**config.mk**
```make
export PLATFORM = sky130hd
export DESIGN_NAME = brace_tree_text_tokenizer_top
export DESIGN_NICKNAME = d
export VERILOG_FILES = /design/src/rtl/core/btt_pkg.sv /design/src/rtl/core/btt_front.sv /design/src/rtl/core/btt_back.sv /design/src/rtl/core/brace_tree_text_tokenizer_top.sv
export SDC_FILE = /design/constraint.sdc
export NUM_CORES = 1
export LEC_CHECK = 0
export BUFFER_PORTS_ARGS = -buffer_cell sky130_fd_sc_hd__buf_2
export CORE_MARGIN = 3
export CORE_UTILIZATION = 50
export DETAILED_ROUTE_END_ITERATION = 10
export GPL_TIMING_DRIVEN = 0
export PLACE_DENSITY = 0.79
export SLEW_MARGIN = 20
export SYNTH_ARGS = -nofsm -noshare
export SYNTH_HDL_FRONTEND = slang
export SYNTH_SLANG_ARGS = --single-unit
```
**constraint.sdc**
```tcl
create_clock -name clk -period 7.55 [get_ports clk]
set_clock_uncertainty 0.05 [all_clocks]
set_input_delay 0 -clock clk [delete_from_list [all_inputs] [get_ports clk]]
set_output_delay 0 -clock clk [all_outputs]
set_load 0.02 [all_outputs]
```
**src/rtl/core/btt_pkg.sv**
```systemverilog
`default_nettype none

package btt_pkg;

  // Lexer modes
  localparam logic [2:0] M_IDLE   = 3'd0;
  localparam logic [2:0] M_IDENT  = 3'd1;
  localparam logic [2:0] M_NUMBER = 3'd2;
  localparam logic [2:0] M_STRING = 3'd3;
  localparam logic [2:0] M_ESC    = 3'd4;
  localparam logic [2:0] M_RAW    = 3'd5;
  localparam logic [2:0] M_HALT   = 3'd6;

  // Token types
  localparam logic [3:0] T_IDENT  = 4'd0;
  localparam logic [3:0] T_OPEN   = 4'd1;
  localparam logic [3:0] T_CLOSE  = 4'd2;
  localparam logic [3:0] T_COLON  = 4'd3;
  localparam logic [3:0] T_COMMA  = 4'd4;
  localparam logic [3:0] T_NUMBER = 4'd5;
  localparam logic [3:0] T_STRING = 4'd6;
  localparam logic [3:0] T_DOC    = 4'd7;
  localparam logic [3:0] T_RAW    = 4'd8;
  localparam logic [3:0] T_STOP   = 4'd9;
  localparam logic [3:0] T_END    = 4'd10;

  // Fault codes
  localparam logic [2:0] F_NONE    = 3'd0;
  localparam logic [2:0] F_COLON   = 3'd1;
  localparam logic [2:0] F_VALUE   = 3'd2;
  localparam logic [2:0] F_NO_ELEM = 3'd3;
  localparam logic [2:0] F_CLOSE   = 3'd4;
  localparam logic [2:0] F_OPEN    = 3'd5;
  localparam logic [2:0] F_DOC     = 3'd6;

  // Attribute phases
  localparam logic [1:0] PH_NONE  = 2'd0;
  localparam logic [1:0] PH_NAME  = 2'd1;
  localparam logic [1:0] PH_VALUE = 2'd2;

  // Byte classes, assigned by the front end
  localparam logic [3:0] CL_WS      = 4'd0;
  localparam logic [3:0] CL_OPEN    = 4'd1;
  localparam logic [3:0] CL_CLOSE   = 4'd2;
  localparam logic [3:0] CL_COMMA   = 4'd3;
  localparam logic [3:0] CL_COLON   = 4'd4;
  localparam logic [3:0] CL_DOC     = 4'd5;
  localparam logic [3:0] CL_ALPHA   = 4'd6;
  localparam logic [3:0] CL_ALPHA_E = 4'd7;
  localparam logic [3:0] CL_DIGIT   = 4'd8;
  localparam logic [3:0] CL_SIGN    = 4'd9;
  localparam logic [3:0] CL_DOT     = 4'd10;
  localparam logic [3:0] CL_QUOTE   = 4'd11;
  localparam logic [3:0] CL_BSLASH  = 4'd12;
  localparam logic [3:0] CL_OTHER   = 4'd13;

  // Characters of interest
  localparam logic [7:0] CH_AT     = 8'h40;
  localparam logic [7:0] CH_QUOTE  = 8'h22;
  localparam logic [7:0] CH_BSLASH = 8'h5C;
  localparam logic [7:0] CH_USCORE = 8'h5F;
  localparam logic [7:0] CH_DOT    = 8'h2E;
  localparam logic [7:0] CH_LOW_E  = 8'h65;
  localparam logic [7:0] CH_UP_E   = 8'h45;

  typedef struct packed {
    logic [2:0] mode;
    logic [6:0] depth;
    logic       elem;
    logic [1:0] phase;
  } lex_state_t;

  typedef struct packed {
    logic       action;
    logic [3:0] cls;
    logic [7:0] data;
  } item_t;

  typedef struct packed {
    logic  valid;
    item_t item;
  } q_head_t;

  typedef struct packed {
    logic [3:0] ttype;
    logic       cv;
    logic [7:0] ch;
    logic       tstart;
    logic       tend;
    logic [6:0] depth;
    logic [2:0] fault;
    logic       last;
  } token_t;

  typedef struct packed {
    lex_state_t st;
    logic [2:0] fault;
  } check_t;

  typedef struct packed {
    logic       hit;
    token_t     tok;
    lex_state_t st;
  } lex_out_t;

  // Build one token beat; content byte reads as zero when not valid
  function automatic token_t mk_tok(input logic [3:0] ttype, input logic cv,
                                    input logic [7:0] ch, input logic tstart,
                                    input logic tend, input logic [6:0] depth,
                                    input logic [2:0] fault);
    token_t t;
    t.ttype  = ttype;
    t.cv     = cv;
    t.ch     = cv ? ch : 8'h00;
    t.tstart = tstart;
    t.tend   = tend;
    t.depth  = depth;
    t.fault  = fault;
    t.last   = 1'b0;
    return t;
  endfunction

  // Structural check of one complete token
  function automatic check_t tok_check(input lex_state_t s, input logic [3:0] kind,
                                       input logic [6:0] max_depth);
    check_t c;
    c.st    = s;
    c.fault = F_NONE;
    if (s.phase == PH_VALUE) begin
      if (kind == T_NUMBER || kind == T_STRING) begin
        c.st.phase = PH_NONE;
      end else begin
        c.fault = F_VALUE;
      end
    end else if (s.phase == PH_NAME && kind == T_COLON) begin
      c.st.phase = PH_VALUE;
    end else begin
      c.st.phase = PH_NONE;
      unique case (kind) inside
        T_IDENT: begin
          if (!s.elem) c.st.elem = 1'b1;
          else c.st.phase = PH_NAME;
        end
        T_OPEN: begin
          if (!s.elem || s.depth >= max_depth) begin
            c.fault = F_OPEN;
          end else begin
            c.st.depth = s.depth + 7'd1;
            c.st.elem  = 1'b0;
          end
        end
        T_CLOSE: begin
          if (s.depth == 7'd0) begin
            c.fault = F_CLOSE;
          end else begin
            c.st.depth = s.depth - 7'd1;
            c.st.elem  = 1'b0;
          end
        end
        T_COMMA: c.st.elem = 1'b0;
        T_COLON: c.fault = F_COLON;
        T_DOC: begin
          if (s.depth != 7'd0 || s.elem) c.fault = F_DOC;
        end
        T_NUMBER, T_STRING: begin
          if (!s.elem) c.fault = F_NO_ELEM;
        end
        default: ;
      endcase
    end
    return c;
  endfunction

  // Handle a byte that arrives with no token open
  function automatic lex_out_t lex_idle(input lex_state_t s, input item_t it,
                                        input logic [6:0] max_depth);
    lex_out_t   o;
    check_t     c;
    logic [3:0] kind;
    o.hit = 1'b0;
    o.tok = '0;
    o.st  = s;
    unique case (it.cls)
      CL_OPEN:  kind = T_OPEN;
      CL_CLOSE: kind = T_CLOSE;
      CL_COMMA: kind = T_COMMA;
      CL_COLON: kind = T_COLON;
      CL_DOC:   kind = T_DOC;
      default:  kind = T_STOP;
    endcase
    if (it.cls == CL_WS) begin
      o.hit = 1'b0;
    end else if (it.cls == CL_ALPHA || it.cls == CL_ALPHA_E) begin
      o.hit     = 1'b1;
      o.tok     = mk_tok(T_IDENT, 1'b1, it.data, 1'b1, 1'b0, s.depth, F_NONE);
      o.st.mode = M_IDENT;
    end else if (it.cls == CL_QUOTE) begin
      o.hit     = 1'b1;
      o.tok     = mk_tok(T_STRING, 1'b0, it.data, 1'b1, 1'b0, s.depth, F_NONE);
      o.st.mode = M_STRING;
    end else if (it.cls == CL_DIGIT || it.cls == CL_SIGN) begin
      o.hit     = 1'b1;
      o.tok     = mk_tok(T_NUMBER, 1'b1, it.data, 1'b1, 1'b0, s.depth, F_NONE);
      o.st.mode = M_NUMBER;
    end else begin
      // punctuation, or a byte that starts nothing
      c     = tok_check(s, kind, max_depth);
      o.st  = c.st;
      o.hit = 1'b1;
      o.tok = mk_tok(kind, 1'b1, it.data, 1'b1, 1'b1, c.st.depth, c.fault);
      if (c.fault != F_NONE || kind == T_STOP) o.st.mode = M_HALT;
      else if (kind == T_DOC) o.st.mode = M_RAW;
      else o.st.mode = M_IDLE;
    end
    return o;
  endfunction

endpackage

`default_nettype wire

```
**src/rtl/core/btt_front.sv**
```systemverilog
`default_nettype none

module btt_front (
  input  wire logic             clk,
  input  wire logic             rst,
  input  wire logic             in_valid,
  output logic                  in_ready,
  input  wire logic             action,
  input  wire logic [7:0]       byte_value,
  output btt_pkg::q_head_t      head,
  input  wire logic             pop
);
  import btt_pkg::*;

  item_t      mem [2];
  logic       wr_ptr;
  logic       rd_ptr;
  logic [1:0] count;
  logic       push;
  item_t      item_in;

  // Sort a byte into the class the lexer acts on
  function automatic logic [3:0] classify(input logic [7:0] b);
    logic [3:0] cl;
    unique case (b) inside
      8'h20, 8'h09, 8'h0D, 8'h0A: cl = CL_WS;
      8'h7B:                      cl = CL_OPEN;
      8'h7D:                      cl = CL_CLOSE;
      8'h2C:                      cl = CL_COMMA;
      8'h3A:                      cl = CL_COLON;
      CH_AT:                      cl = CL_DOC;
      CH_LOW_E, CH_UP_E:          cl = CL_ALPHA_E;
      [8'h61:8'h64], [8'h66:8'h7A], [8'h41:8'h44], [8'h46:8'h5A], CH_USCORE:
                                  cl = CL_ALPHA;
      [8'h30:8'h39]:              cl = CL_DIGIT;
      8'h2B, 8'h2D:               cl = CL_SIGN;
      CH_DOT:                     cl = CL_DOT;
      CH_QUOTE:                   cl = CL_QUOTE;
      CH_BSLASH:                  cl = CL_BSLASH;
      default:                    cl = CL_OTHER;
    endcase
    return cl;
  endfunction

  assign item_in.action = action;
  assign item_in.cls    = classify(byte_value);
  assign item_in.data   = byte_value;

  assign in_ready   = (count != 2'd2);
  assign push       = in_valid && in_ready;
  assign head.valid = (count != 2'd0);
  assign head.item  = mem[rd_ptr];

  // Store classified beats
  always_ff @(posedge clk) begin
    if (push) mem[wr_ptr] <= item_in;
  end

  // Advance queue pointers
  always_ff @(posedge clk) begin
    if (rst) begin
      wr_ptr <= 1'b0;
      rd_ptr <= 1'b0;
      count  <= 2'd0;
    end else begin
      if (push) wr_ptr <= ~wr_ptr;
      if (pop) rd_ptr <= ~rd_ptr;
      if (push && !pop) count <= count + 2'd1;
      else if (pop && !push) count <= count - 2'd1;
    end
  end

endmodule

`default_nettype wire

```
**src/rtl/core/btt_back.sv**
```systemverilog
`default_nettype none

module btt_back #(
  parameter int unsigned MAX_DEPTH = 64
) (
  input  wire logic             clk,
  input  wire logic             rst,
  input  wire btt_pkg::q_head_t head,
  output logic                  pop,
  output logic                  out_valid,
  input  wire logic             out_ready,
  output btt_pkg::token_t       out_tok
);
  import btt_pkg::*;

  localparam logic [6:0] MaxD = 7'(MAX_DEPTH);

  lex_state_t state;
  lex_state_t state_next;
  token_t     tok0;
  token_t     tok1;
  logic       hit0;
  logic       hit1;
  token_t     pend_tok;
  logic       pend_valid;
  logic       slot_free;

  // Work out the beats one item causes and the state it leaves
  always_comb begin
    lex_out_t   a;
    check_t     c;
    lex_state_t s;
    item_t      it;
    logic       fin;
    logic [3:0] fin_kind;
    logic       ok;
    logic [2:0] f;
    token_t     end_tok;

    it       = head.item;
    s        = state;
    hit0     = 1'b0;
    hit1     = 1'b0;
    tok0     = '0;
    tok1     = '0;
    fin      = 1'b0;
    fin_kind = T_IDENT;
    ok       = 1'b1;
    f        = F_NONE;
    a        = '0;
    c        = '0;
    end_tok  = '0;

    if (it.action) begin
      // close any open identifier or number, then report end of input
      if (s.mode == M_IDENT || s.mode == M_NUMBER) begin
        fin_kind = (s.mode == M_IDENT) ? T_IDENT : T_NUMBER;
        c        = tok_check(s, fin_kind, MaxD);
        s        = c.st;
        hit0     = 1'b1;
        tok0     = mk_tok(fin_kind, 1'b0, 8'h00, 1'b0, 1'b1, s.depth, c.fault);
        s.mode   = (c.fault != F_NONE) ? M_HALT : M_IDLE;
        ok       = (c.fault == F_NONE);
      end
      if (ok && s.mode != M_RAW && s.mode != M_HALT) begin
        c = tok_check(s, T_STOP, MaxD);
        s = c.st;
        f = c.fault;
      end
      end_tok = mk_tok(T_END, 1'b0, 8'h00, 1'b1, 1'b1, s.depth, f);
      if (hit0) begin
        hit1 = 1'b1;
        tok1 = end_tok;
      end else begin
        hit0 = 1'b1;
        tok0 = end_tok;
      end
      s = '{mode: M_IDLE, depth: 7'd0, elem: 1'b0, phase: PH_NONE};
    end else begin
      unique case (s.mode)
        M_IDLE: begin
          a    = lex_idle(s, it, MaxD);
          hit0 = a.hit;
          tok0 = a.tok;
          s    = a.st;
        end
        M_IDENT: begin
          if (it.cls == CL_ALPHA || it.cls == CL_ALPHA_E || it.cls == CL_DIGIT ||
              it.cls == CL_DOT) begin
            hit0 = 1'b1;
            tok0 = mk_tok(T_IDENT, 1'b1, it.data, 1'b0, 1'b0, s.depth, F_NONE);
          end else begin
            fin      = 1'b1;
            fin_kind = T_IDENT;
          end
        end
        M_NUMBER: begin
          if (it.cls == CL_DIGIT || it.cls == CL_SIGN || it.cls == CL_ALPHA_E ||
              it.cls == CL_DOT) begin
            hit0 = 1'b1;
            tok0 = mk_tok(T_NUMBER, 1'b1, it.data, 1'b0, 1'b0, s.depth, F_NONE);
          end else begin
            fin      = 1'b1;
            fin_kind = T_NUMBER;
          end
        end
        M_STRING: begin
          if (it.cls == CL_BSLASH) begin
            s.mode = M_ESC;
          end else if (it.cls == CL_QUOTE) begin
            fin      = 1'b1;
            fin_kind = T_STRING;
          end else begin
            hit0 = 1'b1;
            tok0 = mk_tok(T_STRING, 1'b1, it.data, 1'b0, 1'b0, s.depth, F_NONE);
          end
        end
        M_ESC: begin
          hit0   = 1'b1;
          tok0   = mk_tok(T_STRING, 1'b1, it.data, 1'b0, 1'b0, s.depth, F_NONE);
          s.mode = M_STRING;
        end
        M_RAW: begin
          hit0 = 1'b1;
          tok0 = mk_tok(T_RAW, 1'b1, it.data, 1'b1, 1'b1, s.depth, F_NONE);
        end
        default: s.mode = M_HALT;
      endcase

      // close the open token; a byte that ends an identifier or number is then lexed afresh
      if (fin) begin
        c      = tok_check(s, fin_kind, MaxD);
        s      = c.st;
        hit0   = 1'b1;
        tok0   = mk_tok(fin_kind, 1'b0, 8'h00, 1'b0, 1'b1, s.depth, c.fault);
        s.mode = (c.fault != F_NONE) ? M_HALT : M_IDLE;
        if (c.fault == F_NONE && fin_kind != T_STRING) begin
          a    = lex_idle(s, it, MaxD);
          hit1 = a.hit;
          tok1 = a.tok;
          s    = a.st;
        end
      end
    end

    // mark the final beat of this item
    if (hit1) tok1.last = 1'b1;
    else if (hit0) tok0.last = 1'b1;

    state_next = s;
  end

  assign slot_free = !out_valid || out_ready;
  assign pop       = head.valid && !pend_valid && slot_free;

  // Hold lexer state, output beat and the pending second beat
  always_ff @(posedge clk) begin
    if (rst) begin
      state      <= '{mode: M_IDLE, depth: 7'd0, elem: 1'b0, phase: PH_NONE};
      out_valid  <= 1'b0;
      pend_valid <= 1'b0;
    end else begin
      if (pop) begin
        state      <= state_next;
        out_valid  <= hit0;
        pend_valid <= hit1;
      end else if (pend_valid && slot_free) begin
        out_valid  <= 1'b1;
        pend_valid <= 1'b0;
      end else if (out_ready) begin
        out_valid  <= 1'b0;
      end
    end
  end

  // Load payload registers
  always_ff @(posedge clk) begin
    if (pop) begin
      out_tok  <= tok0;
      pend_tok <= tok1;
    end else if (pend_valid && slot_free) begin
      out_tok  <= pend_tok;
    end
  end

endmodule

`default_nettype wire

```
**src/rtl/core/brace_tree_text_tokenizer_top.sv**
```systemverilog
// Path: an accepted byte is stored in the two-entry front queue, then lexed into the output beat register.
// Throughput: one byte per cycle while m_axis is ready; a byte that closes an identifier or
// number and starts another token yields two beats and holds the lexer until the second is loaded.
// The lexer state register, updated once per byte, sets that rate.
// Reset: synchronous rst clears the queue, the lexer state and the output valids.
`default_nettype none

module brace_tree_text_tokenizer_top #(
  parameter int unsigned MAX_DEPTH = 64
) (
  input  wire logic        clk,
  input  wire logic        rst,
  input  wire logic        s_axis_tvalid,
  output logic             s_axis_tready,
  input  wire logic [7:0]  s_axis_tdata,   // [7:0] byte_value
  input  wire logic [0:0]  s_axis_tuser,   // [0] action
  output logic             m_axis_tvalid,
  input  wire logic        m_axis_tready,
  // [7:0] char_value, [8] token_start, [9] token_end, [16:10] nest_depth,
  // [19:17] fault, [23:20] zero
  output logic [23:0]      m_axis_tdata,
  output logic [4:0]       m_axis_tuser,   // [3:0] token_type, [4] char_valid
  output logic             m_axis_tlast    // last_of_input
);
  import btt_pkg::*;

  q_head_t head;
  logic    pop;
  token_t  tok;

  btt_front u_front (
    .clk        (clk),
    .rst        (rst),
    .in_valid   (s_axis_tvalid),
    .in_ready   (s_axis_tready),
    .action     (s_axis_tuser[0]),
    .byte_value (s_axis_tdata),
    .head       (head),
    .pop        (pop)
  );

  btt_back #(
    .MAX_DEPTH (MAX_DEPTH)
  ) u_back (
    .clk       (clk),
    .rst       (rst),
    .head      (head),
    .pop       (pop),
    .out_valid (m_axis_tvalid),
    .out_ready (m_axis_tready),
    .out_tok   (tok)
  );

  // Pack the result beat
  assign m_axis_tdata = {4'b0000, tok.fault, tok.depth, tok.tend, tok.tstart, tok.ch};
  assign m_axis_tuser = {tok.cv, tok.ttype};
  assign m_axis_tlast = tok.last;

`ifndef SYNTHESIS
  // Depth never passes the configured limit
  a_depth_limit: assert property (@(posedge clk) disable iff (rst)
    m_axis_tvalid |-> (m_axis_tdata[16:10] <= 7'(MAX_DEPTH)))
    else $error("nest depth beyond limit");

  // Faults are only raised on a beat that closes its token
  a_fault_end: assert property (@(posedge clk) disable iff (rst)
    (m_axis_tvalid && m_axis_tdata[19:17] != F_NONE) |-> m_axis_tdata[9])
    else $error("fault beat does not close its token");

  // End of input is a single framed beat that closes its item
  a_end_framed: assert property (@(posedge clk) disable iff (rst)
    (m_axis_tvalid && m_axis_tuser[3:0] == T_END) |->
      (m_axis_tdata[8] && m_axis_tdata[9] && m_axis_tlast && !m_axis_tuser[4]))
    else $error("end beat badly framed");
`endif

endmodule

`default_nettype wire

```
# ---- Yosys cells after proc, flatten, opt, wreduce, memory -nomap -nowiden
# Memories as Yosys holds them, arrays and structs flattened. A register that Yosys moved wholly into a read port is not among the register bits.
# Index checks and enable logic that the tools add are counted.
dict set report word_totals {
  mem_count 1
  elab_cells 390
  register_bits 71
  ramBits 26
  inputBits 13
  out_inout_bits 32
  latch_bits 0
  mem_bits_ro 0
}
dict set report op_classes {
  n_reduce_logical 78
  shift 0
  add_sub_neg 8
  mux 185
  order_cmp 13
  n_div 0
  bitwise_logic 2
  mul 0
  eq_ne 78
}
# name words width rd rd_clocked_by_memory_dff wr line_no
set mem_list {}
lappend mem_list {u_front.mem 2 13 1 1 1 btt_front.sv:15} ;# item_t mem [2];
# cell count
set op_table {}
lappend op_table {{$mux W26} 11}
lappend op_table {{$mux W8} 22}
lappend op_table {{$pmux W26 S6} 1}
lappend op_table {{$mux W30} 4}
lappend op_table {{$mux W5} 21}
lappend op_table {{$eq A4 B3 Y1 const B} 20}
lappend op_table {{$mux W10} 8}
lappend op_table {{$mux W39} 2}
lappend op_table {{$mux W3} 25}
lappend op_table {{$mux W13} 5}
lappend op_table {{$pmux W3 S5} 4}
lappend op_table {{$mux W29} 2}
lappend op_table {{$eq A8 B6 Y1 const B} 7}
lappend op_table {{$eq A8 B7 Y1 const B} 7}
lappend op_table {{$pmux W7 S2} 4}
lappend op_table {{$pmux W4 S13} 1}
lappend op_table {{$mux W25} 2}
lappend op_table {{$eq A4 B2 Y1 const B} 10}
lappend op_table {{$mux W1} 38}
lappend op_table {{$mux W2} 19}
lappend op_table {{$ge A8 B7 Y1 const B} 4}
lappend op_table {{$le A8 B7 Y1 const B} 4}
lappend op_table {{$eq A4 B4 Y1 const B} 7}
lappend op_table {{$eq A8 B4 Y1 const B} 3}
lappend op_table {{41 further kinds} 133}

# ---- Depth between registers and ports, before layout
# Gate-level depths: netlist of run 1.
dict set report logic_depth {
  ltp_word 61
  depth_mapped 16
  depth_no_buf 14
}

# ---- Modules after synthesis
# From an unflattened synthesis of run 1, not the netlist that was laid out.
dict set report hier_totals {
  hier_cells 747
  hier_area_um2 6865.3
}
# mod instances cells_per_inst seq_area_each_um2 area_per_inst_um2
set by_module_without_submodules {}
lappend by_module_without_submodules {btt_back 1 606 1861.8 5193.7}
lappend by_module_without_submodules {btt_front 1 136 880.8 1637.8}
lappend by_module_without_submodules {brace_tree_text_tokenizer_top 1 5 0.0 33.8}

# ---- Worst setup path after synthesis of run 1
# Ideal clock, no wire load.
dict set report synth_timing {
  path_kind {reg2reg}
  startpoint {mem u_front.mem[0][10] in the netlist's numbering}
  endpoint {reg u_back.pend_tok[4] in the netlist's numbering (data pin)}
  t_arrival_ns 3.211
  setup_time_ns 0.256
  period_less_slack_ns 3.517
  path_stages_with_launch 13
  n_path_buf 0
  slack_ns 4.033
  required_time_ns 7.244
  path_cell_list {edfxtp_1 > or4b_4 > a21o_1 > a211o_1 > nor2_1 > xnor2_1 > inv_1 > ha_1 > and3_1 > and4_1 > nor3_4 > o22ai_1 > a31o_2}
}
# element line_no
set synth_rtl {}
lappend synth_rtl {{start: declaration} btt_front.sv:15}
lappend synth_rtl {{end signal: assignment} btt_back.sv:180} ;# pend_tok <= tok1;
lappend synth_rtl {{end: declaration} btt_back.sv:24} ;# token_t pend_tok;

# ---- Final worst setup path of run 1
dict set report layout_timing {
  startpoint {reg u_back.state[3] in the netlist's numbering}
  endpoint {reg u_back.state[11] in the netlist's numbering}
}
dict set report layout_between {
  elab_chain_len 49
  word_cells_on_any_way 109
  cone_classes {add/sub: 4; order compare: 3; eq/ne: 2; mux: 78; reduce/logical: 22}
}
# element line_no
set layout_lines {}
lappend layout_lines {{start: declaration} btt_back.sv:18} ;# lex_state_t state;
lappend layout_lines {{start signal: assignment} btt_back.sv:159} ;# state <= '{mode: M_IDLE, depth: 7'd0, elem: 1'b0, phase: PH_NONE};
lappend layout_lines {{start signal: assignment} btt_back.sv:164} ;# state <= state_next;
lappend layout_lines {{$ge A7 B7 Y1} btt_pkg.sv:145} ;# if (!s.elem || s.depth >= max_depth) begin
lappend layout_lines {{$logic_or A1 B1 Y1} btt_pkg.sv:145}
lappend layout_lines {{$mux W8} btt_pkg.sv:145}
lappend layout_lines {{$pmux W7 S2 or $pmux W1 S4 (tied branches)} btt_pkg.sv:139} ;# unique case (kind) inside
lappend layout_lines {{$mux W8} btt_pkg.sv:135} ;# end else if (s.phase == PH_NAME && kind == T_COLON) begin
lappend layout_lines {{$mux W8} btt_pkg.sv:129} ;# if (s.phase == PH_VALUE) begin
lappend layout_lines {{$mux W8} btt_pkg.sv:201} ;# end else if (it.cls == CL_DIGIT || it.cls == CL_SIGN) begin
lappend layout_lines {{$mux W8} btt_pkg.sv:197} ;# end else if (it.cls == CL_QUOTE) begin
lappend layout_lines {{(+33 left out)} -}
lappend layout_lines {{$mux W3} btt_pkg.sv:211} ;# if (c.fault != F_NONE || kind == T_STOP) o.st.mode = M_HALT;
lappend layout_lines {{$mux W29} btt_pkg.sv:201}
lappend layout_lines {{$mux W30} btt_pkg.sv:197}
lappend layout_lines {{$mux W30} btt_pkg.sv:193} ;# end else if (it.cls == CL_ALPHA || it.cls == CL_ALPHA_E) begin
lappend layout_lines {{$mux W39} btt_pkg.sv:191} ;# if (it.cls == CL_WS) begin
lappend layout_lines {{$mux W13} btt_back.sv:137} ;# if (c.fault == F_NONE && fin_kind != T_STRING) begin
lappend layout_lines {{$mux W13 (*)} btt_back.sv:131} ;# if (fin) begin
lappend layout_lines {{$mux W13 (*)} btt_back.sv:54} ;# if (it.action) begin
# Mark *: on every way between the ends. The rest lies on a longest branch, timed or not. The select of a mux whose other input is x is not followed.
# A chain may end at the register's enable or synchronous reset.

==> results of run 1 <==
[cells in the final DEF (no fill, tap or decap), types with 7 or more instances in the layout]
master and instances:
a211oi_1 8, a21o_1 7, a21oi_1 35, a31oi_1 16
and3_1 7, buf_2 44, clkbuf_1 34, clkbuf_16 9
dfxtp_1 20, dlygate4sd3_1 11, edfxtp_1 78, inv_1 19
mux2i_1 13, nand2_1 85, nand2b_1 13, nand3_1 27
nor2_1 81, nor2b_1 11, nor3_1 26, nor4_1 7
o211ai_1 9, o21ai_0 52, o21ai_1 13, o22ai_1 8
o31ai_1 9, or3_1 10, xnor2_1 9
[registers in the layout, indices dropped and copies added, names as in the netlist, named ones only]
| name | cells |
|---|---|
| u_back.out_tok | 26 |
| u_back.out_valid | 1 |
| u_back.pend_tok | 26 |
| u_back.pend_valid | 1 |
| u_back.state | 13 |
| u_front.count | 2 |
| u_front.mem | 26 |
| u_front.rd_ptr | 1 |
| u_front.wr_ptr | 1 |
[layer usage]
| metal | wire [microns] | share of wire (%) | GRT usage, % | vias to the layer above |
|---|---|---|---|---|
| met3 | 2530 | 11 | 8.16 | 58 |
| li1 | - | - | - | 3071 |
| met5 | 0 | 0 | 0 | - |
| met2 | 9600 | 44 | 42.9 | 421 |
| met1 | 9400 | 43 | 43.8 | 3175 |
| met4 | 505 | 2.3 | 7.84 | 0 |
[worst paths after layout]
| kind | end | slack [ns] | from |
|---|---|---|---|
| setup / recovery | u_back.state[11] | 2.92 | u_back.state[3] |
| hold / removal | u_front.wr_ptr | 0.03 | s_axis_tvalid |
| setup reg to reg | u_back.state[11] | 2.92 | u_back.state[3] |
| hold reg to reg | u_back.out_tok[14] | 0.48 | u_back.pend_tok[14] |
[stage by stage]
step	worst slack, ns	hold WS (ns)	utilization (%)	total power [W]	area [sq um]
after floorplan	4.03	0.0489	-	0.00183	6810
after global placement	3.02	0.155	55.9	0.00221	7220
after detailed placement	3.12	0.160	56.1	0.00226	7250
after CTS	3.09	0.00214	59.3	0.00273	7660
after global routing	2.63	0.0426	59.3	0.00291	7670
final	2.92	0.0288	59.3	0.00277	7670
[power groups by stage]
stage	registers [W]	logic, W	clock network, W
global route	0.000942	0.00148	0.000491
global placement	0.000932	0.00128	0
CTS	0.000924	0.00134	0.000472
detailed placement	0.000934	0.00132	0
floorplan	0.00103	0.000804	0
finish	0.000923	0.00138	0.000470
[kinds of logic after synthesis]
group / after synthesis / share of synthesized area [%]
multiplexers: 18 / 2.78
other: 1 / 0.0552
adder cells (fa/ha/maj): 6 / 1.10
flip-flops: 98 / 40.4
AO/OA/AOI/OAI: 243 / 25.4
AND/OR/NAND/NOR: 318 / 24.0
buffers and inverters: 71 / 4.49
XOR/XNOR: 14 / 1.80
[worst max-delay path: stages, from the launching register on]
cell	delay (ns)
dfxtp_1	0.45
clkbuf_1	0.42
clkinv_1	0.38
ha_1	0.40
nand3_1	0.25
a22oi_1	0.25
nor2_1	0.48
xnor2_1	0.19
inv_1	0.08
ha_1	0.21
and3_1	0.21
and4_1	0.30
o31ai_1	0.47
nand4b_1	0.18
and3_1	0.21
[area by class of cell]
type	instances	area [sq um]	area share, %
repair buffers	52	330	4.31
clock inverters	6	61.3	0.799
flip-flops and latches	98	2740	35.8
clock buffers	10	239	3.12
well taps	172	215	2.81
multi-input cells	603	3780	49.2
plain buffers	50	228	2.97
inverters	21	78.8	1.03
[repair_timing]
item | in CTS | in global routing
endpoints found under the hold margin | 20 | 0
hold buffers | 11 | 0
gates resized for setup | 0 | 0
==> reports/results.txt, run 1 <==
outcome -> complete, no violations
drt pass-1 iters -> 9
P_sw -> 0.00128 W
DP HPWL -> 16.1 mm
Period minus WS final -> 4.63 ns
maximum fanout along the worst path -> 10
Placed Instances -> 985
Wirelength per Cell -> 21.8 microns
number of global-route vias before repair -> 6178
pwr dens -> 361 nW/um^2
row count -> 41
Placer Congestion -> 1.02
starting density of the core -> 52.6%
Max Slew Vio Count -> 0
synthesis warning total -> 0
Peak VDD IR -> 127 uV
top post-synthesis cells by area -> edfxtp_1, dfxtp_1, nand2_1
internal power -> 0.00149 W
H-tree Lvls -> 3
Post-DRT Antenna Nets -> 0
most frequent cell after synthesis -> nand2_1
IO Count -> 45
Tot GR Track Use -> 29.7%
global route overflow -> 0
Vias/cell -> 6.65
Setup-failing EPs final -> 0
max cap viols -> 0
Mean Syn Cell Area -> 8.84 sq um
first-pass GRT wire length -> 34.1 mm
ys flop type -> edfxtp_1
Hold Vio Cnt, Final -> 0
Seq pwr share -> 33.3%
Fillers -> 1196
Slew headroom -> 35.5%
Hold Path Depth -> 4
largest net degree at the start of global routing -> 32
total core area -> 12900 sq um
Peak Freq -> 0.216 GHz
Clock Latency Late Sink -> 0.37 ns
CTS tree -> done
Seq/Total Area, Yosys -> 40.4%
area leader, netlist -> edfxtp_1
Die Area -> 15000 sq um
Logic pwr share -> 49.7%
setup tns final -> 0 ns
share of cells above drive strength 1 -> 12.6%
Layout Area Growth over Synthesis -> 12.9%
Post-synth EDFFs -> 78
clk buf depth -> 2
Clk pwr share -> 17.0%
Setup CP Type -> flop to flop
die width -> 123 microns
Initial DRC Count -> 966
synth unique cells -> 98
clock slew seen by the registers of the worst setup and hold paths -> 0.07 ns
Arrival @ worst endpoint -> 4.84 ns
CP startpoint kind -> flop
# diodes -> 0
RSZ-0062 raised after global routing -> no
Die Y -> 123 microns
top post-synthesis cells by count -> nand2_1, nor2_1, edfxtp_1
Setup Buffers After CTS -> 0
final std cells w/o fill -> 1012
P_leak -> 2.75 nW
CP Capture Type -> flop
initial antenna violation count -> 0
vias -> 6725
Req. time, crit path -> 7.76 ns
Synth top area share -> 34.5%
flops & latches, synth -> 98
port bufs -> 40
cells after synthesis -> 769
total CTS buffers -> 9
Switching Fraction -> 46.1%
fin crit share -> 61.3%
drt drc -> 0
fin nets -> 854
final WL -> 22.0 mm
root buffer cell -> clkbuf_16
Clock Sink Count -> 98
Least-Margin Pin Slew -> 0.956 ns
worst reg2reg path depth -> 14
worst hold path class -> input pin to flop
Syn Std Cell Area -> 6800 sq um
Async SR Flop Fraction -> 0%
Note: power is estimated with default switching activity, not from simulation.
==> run 2: changes to the inputs <==
==> constraint.sdc (replaced) <==
create_clock -name clk -period 4.7 [get_ports clk]
set_clock_uncertainty 0.05 [all_clocks]
set_input_delay 0 -clock clk [delete_from_list [all_inputs] [get_ports clk]]
set_output_delay 0 -clock clk [all_outputs]
set_load 0.02 [all_outputs]
==> run 2 against run 1 <==
Net effect: global-route usage is the same; sequential power grew 60%; critical path type unchanged; flip-flop and latch count is the same.
==> reports/results.txt, run 2 (same netlist as run 1, synthesis figures left out) <==
Switching Fraction -> 46.1%
Layout Area Growth over Synthesis -> 13.0%
Max Slew Vio Count -> 0
Initial DRC Count -> 1014
critical path, cell by cell -> or4b_4, a21oi_2, buf_2, a32oi_1, nor4b_2, a21oi_1, ha_1, and3_1, and4_1, o31ai_1, nand4b_1, and3_1
Die Area -> 15000 sq um
largest net degree at the start of global routing -> 32
most frequent cells in the layout -> nand2_1, nor2_1, edfxtp_1, o21ai_0, buf_2
Top Registers -> u_back.out_tok x26, u_back.pend_tok x26, u_front.mem x26
# diodes -> 0
row count -> 41
slowest CP cell -> or4b_4
largest stage delay on the critical path -> 0.61 ns
first-pass GRT wire length -> 34.1 mm
Setup CP Type -> flop to flop
P_leak -> 2.76 nW
starting density of the core -> 52.6%
vias -> 6672
fin crit share -> 92.5%
worst hold path class -> input pin to flop
outcome -> complete, no violations
total core area -> 12900 sq um
Hold Vio Cnt, Final -> 0
total CTS buffers -> 9
Wirelength per Cell -> 21.7 microns
global route overflow -> 0
Seq pwr share -> 33.3%
flop2flop setup slack -> 0.35 ns
setup tns final -> 0 ns
worst hold start -> s_axis_tvalid
Slew headroom -> 34.0%
met2 GRT Util -> 42.9%
pwr dens -> 579 nW/um^2
CP Capture Type -> flop
max cap viols -> 0
initial antenna violation count -> 0
Post-DRT Antenna Nets -> 0
drt pass-1 iters -> 6
internal power -> 0.00239 W
Req. time, crit path -> 4.91 ns
maximum fanout along the worst path -> 10
Hold Slack -> 0.0217 ns
port bufs -> 40
Clock Latency Late Sink -> 0.37 ns
fin nets -> 854
number of global-route vias before repair -> 6178
clock slew seen by the registers of the worst setup and hold paths -> 0.07 ns
drt drc -> 0
met1 usage -> 43.8%
Global Route met3 Usage -> 8.16%
Setup Buffers After CTS -> 0
Die Y -> 123 microns
Clk pwr share -> 17.0%
share of cells above drive strength 1 -> 13.0%
Least-Margin Pin Slew -> 0.977 ns
Placed Instances -> 985
most common cell after layout, fill and taps aside -> nand2_1
Setup-failing EPs final -> 0
Fillers -> 1196
DP HPWL -> 16.1 mm
CTS tree -> done
Peak Freq -> 0.230 GHz
Logic pwr share -> 49.6%
final std cells w/o fill -> 1012
IO Count -> 45
Layout Utilization -> 59.4%
delay-heaviest family, CP -> simple AND/OR/NAND/NOR gates
Peak VDD IR -> 204 uV
worst reg2reg path depth -> 12
P_sw -> 0.00205 W
Period minus WS final -> 4.35 ns
Placer Congestion -> 1.02
die width -> 123 microns
clk buf depth -> 2
Arrival @ worst endpoint -> 4.56 ns
Hold Path Sink -> u_front.wr_ptr
RSZ-0062 raised after global routing -> no
Clock Sink Count -> 98
worst reg2reg path startpoint -> u_front.mem[0][10]
Tot GR Track Use -> 29.7%
CP startpoint kind -> flop
total power -> 0.00445 W
R2R Path End -> u_back.state[11]
Vias/cell -> 6.59
Hold Path Depth -> 4
WP buf/inv -> 1
final WL -> 22.0 mm
H-tree Lvls -> 3
Top Usage Layer GRT -> met1
root buffer cell -> clkbuf_16
Critical Path Most Common Cell -> and3_1
-- run 2: repair_timing --
action / in CTS / in global routing
hold buffers: 11 / 0
endpoints found under the hold margin: 20 / 0
resized for setup: 0 / 4
setup endpoints to repair: 0 / 12
-- run 2: how the worst max path moves through the flow --
stage / start / endpoint / slack (ns) / depth (start not counted)
after floorplan: u_front.mem[0][10] / u_back.pend_tok[4] / 1.18 / 12
after global placement: u_back.state[3] / u_back.state[11] / 0.17 / 14
after detailed placement: u_back.state[3] / u_back.state[11] / 0.27 / 14
after CTS: u_back.state[3] / u_back.state[11] / 0.24 / 14
after global routing: flop / u_back.pend_tok[8] / 0.17 / 16
final: u_front.mem[0][10] / u_back.state[11] / 0.35 / 12
-- run 2: stage by stage --
stage               instance area (sq um)  setup WS [ns]
finish                               7680          0.353
global route                         7680          0.167
CTS                                  7660          0.244
detailed placement                   7250          0.268
global placement                     7220          0.172
floorplan                            6810           1.18
-- run 2: worst min-delay path, stage by stage --
cell     delay [ns]
buf_2          0.11
nand2_1        0.13
xor2_1         0.09
nor2_1         0.07
-- run 2: final cells by class --
| cell class | count | area [sq um] | area share, % |
|---|---|---|---|
| flip-flops and latches | 98 | 2740 | 35.7 |
| multi-input cells | 603 | 3780 | 49.3 |
| well taps | 172 | 215 | 2.80 |
| repair buffers | 52 | 330 | 4.30 |
| plain buffers | 50 | 229 | 2.98 |
| clock inverters | 6 | 61.3 | 0.798 |
| clock buffers | 10 | 239 | 3.11 |
| inverters | 21 | 78.8 | 1.03 |
-- run 2: layer usage --
| metal | up-vias | routed length, microns |
|---|---|---|
| li1 | 3067 | - |
| met1 | 3157 | 9340 |
| met2 | 409 | 9610 |
| met3 | 39 | 2670 |
| met4 | 0 | 373 |
| met5 | - | 0 |
-- run 2: power by group through the flow --
stage | logic (W) | registers [W] | clock network, W
3_5_place_dp | 0.00213 | 0.00150 | 0
4_1_cts | 0.00215 | 0.00148 | 0.000759
5_1_grt | 0.00238 | 0.00151 | 0.000789
2_1_floorplan | 0.00129 | 0.00165 | 0
3_3_place_gp | 0.00205 | 0.00150 | 0
6_report | 0.00221 | 0.00148 | 0.000758
==> run 3: changes to the inputs <==
--- a/config.mk
+++ b/config.mk
@@ -5,12 +5,14 @@
 export SDC_FILE = /design/constraint.sdc
 export NUM_CORES = 1
 export LEC_CHECK = 0
+export ABC_AREA = 1
 export BUFFER_PORTS_ARGS = -buffer_cell sky130_fd_sc_hd__buf_2
 export CORE_MARGIN = 3
 export CORE_UTILIZATION = 50
 export DETAILED_ROUTE_END_ITERATION = 10
 export GPL_TIMING_DRIVEN = 0
 export PLACE_DENSITY = 0.79
+export SKIP_LAST_GASP = 1
 export SLEW_MARGIN = 20
 export SYNTH_ARGS = -nofsm -noshare
 export SYNTH_HDL_FRONTEND = slang
==> run 3 against run 2 <==
Net effect: final area is 0.39% higher; largest power group unchanged; worst hold slack better by 0.017 ns; power grew 23%.
==> reports/results.txt, run 3 <==
port bufs -> 39
root buffer cell -> clkbuf_16
die width -> 123 microns
Setup Buffers After CTS -> 0
setup tns final -> 0 ns
Max Slew Vio Count -> 0
number of global-route vias before repair -> 5918
top post-synthesis cells by count -> nand2_1, inv_1, nor2_1
share of cells above drive strength 1 -> 16.8%
crit path from -> u_back.state[3]
Req. time, crit path -> 4.87 ns
ys flop type -> edfxtp_1
RSZ-0062 raised after global routing -> no
Die Y -> 123 microns
pwr dens -> 707 nW/um^2
DP HPWL -> 13.9 mm
most frequent cell after synthesis -> nand2_1
cells after synthesis -> 892
largest stage delay on the critical path -> 0.38 ns
Resized Gates After CTS -> 0
largest net degree at the start of global routing -> 27
Peak Freq -> 0.268 GHz
Seq/Total Area, Yosys -> 40.0%
drt drc -> 0
area leader, netlist -> edfxtp_1
starting density of the core -> 51.3%
Initial DRC Count -> 807
initial antenna violation count -> 0
Top Registers -> u_back.out_tok x26, u_back.pend_tok x26, u_front.mem x26
maximum fanout along the worst path -> 10
Post-DRT Antenna Nets -> 0
Top Usage Layer GRT -> met2
Slew headroom -> 45.8%
Critical Path Most Common Cell -> nand2_1
row count -> 42
Mean Syn Cell Area -> 7.68 sq um
synthesis warning total -> 0
flops & latches, synth -> 98
Arrival @ worst endpoint -> 3.89 ns
Synth top area share -> 34.2%
Placer Congestion -> 1.02
Global Route met3 Usage -> 6.04%
worst hold start -> m_axis_tready
Setup-failing EPs final -> 0
met2 GRT Util -> 39.6%
H-tree Lvls -> 3
fin crit share -> 79.3%
vias -> 6633
# diodes -> 0
met1 usage -> 34.0%
Wirelength per Cell -> 16.6 microns
Vias/cell -> 5.84
Design Area, Final -> 7710 sq um
Die Area -> 15100 sq um
Syn Std Cell Area -> 6850 sq um
Setup CP Type -> flop to flop
CP Capture Type -> flop
Clock Sink Count -> 98
total power -> 0.00545 W
worst reg2reg path startpoint -> u_back.state[3]
worst hold path class -> input pin to flop
max cap viols -> 0
CTS Hold Buffers Added -> 9
top post-synthesis cells by area -> edfxtp_1, nand2_1, dfxtp_1
final std cells w/o fill -> 1136
setup ws final -> 0.975 ns
CP startpoint kind -> flop
most frequent cells in the layout -> nand2_1, inv_1, nor2_1, edfxtp_1, nand3_1
global route overflow -> 0
Peak VDD IR -> 279 uV
CTS tree -> done
final WL -> 18.9 mm
Period minus WS final -> 3.73 ns
DP Area -> 7320 sq um
Layout Area Growth over Synthesis -> 12.5%
clk buf depth -> 2
most common cell after layout, fill and taps aside -> nand2_1
total CTS buffers -> 9
fin nets -> 974
drt pass-1 iters -> 6
clock slew seen by the registers of the worst setup and hold paths -> 0.07 ns
IO Count -> 45
Hold Vio Cnt, Final -> 0
P_leak -> 3.31 nW
outcome -> complete, no violations
slowest CP cell -> dfxtp_1
Clock Latency Late Sink -> 0.36 ns
pre-CTS WS -> 1.15 ns
first-pass GRT wire length -> 30.0 mm
Async SR Flop Fraction -> 0%
Tot GR Track Use -> 25.3%
Least-Margin Pin Slew -> 0.811 ns
Placed Instances -> 1111
Post-synth EDFFs -> 78
synth unique cells -> 58
total core area -> 13300 sq um
==> run 3: cell types whose count changed after synthesis, moves of 11 or more <==
cell,change
clkbuf_1,-20
nor2b_1,-11
nand2_2,+26
nand2_4,+14
nand3_1,+33
a31oi_1,-14
nand2b_1,-13
nand2_1,+138
inv_1,+73
inv_2,+12
nor3_1,-11
a21oi_1,+13
==> run 3: final cells by class <==
| class | instances | area [sq um] |
|---|---|---|
| multi-input cells | 662 | 3570 |
| well taps | 176 | 220 |
| repair buffers | 49 | 313 |
| clock buffers | 10 | 239 |
| fillers | 1186 | 5640 |
| plain buffers | 26 | 151 |
| flip-flops and latches | 98 | 2740 |
| inverters | 109 | 420 |
| clock inverters | 6 | 56.3 |
==> run 3: path summary, 6_finish.rpt <==
check,cells past startpoint,endpoint,slack (ns)
worst min-delay path,4,u_back.out_valid,0.04
worst min register to register,1,u_front.rd_ptr,0.43
worst max-delay path,25,u_back.state[10],0.97
worst max register to register,25,u_back.state[10],0.97
==> run 3: through the flow <==
stage,hold WS (ns),utilization [%]
after floorplan,0.0489,-
after global placement,0.164,54.5
after detailed placement,0.166,54.9
after CTS,0.0381,57.8
after global routing,0.0535,57.8
final,0.0392,57.8
==> run 3: power breakdown <==
group / internal (W) / switching (W)
registers: 0.00138 / 0.000110
clock network: 0.000385 / 0.000360
logic: 0.000936 / 0.00227
total: 0.00270 / 0.00274
==> run 3: cells by family (layout without fill, tap and decap cells) <==
family	after synthesis	after routing	share of synthesized area, %
simple gates	481	481	35.0
compound gates	157	157	13.6
buf+inv	135	200	8.32
flops	98	98	40.0
mux	8	8	1.17
fa+ha+maj	6	6	1.10
xor+xnor	6	6	0.767
other cells	1	4	0.0547
==> run 3: per-layer routing <==
metal  up-vias  wire length (microns)
met2       416                   8520
met4         0                    567
met1      3037                   7590
li1       3121                      -
met3        59                   2180
met5         -                      0
==> run 3: critical path, delay by kind of cell, from the launching register on <==
| family | cells | cell delay, ns |
|---|---|---|
| AOI/OAI and AO/OA | 2 | 0.21 |
| DFF | 1 | 0.38 |
| adders and majority gates | 2 | 0.43 |
| buffers and inverters | 6 | 0.71 |
| and+or+nand+nor | 15 | 1.80 |
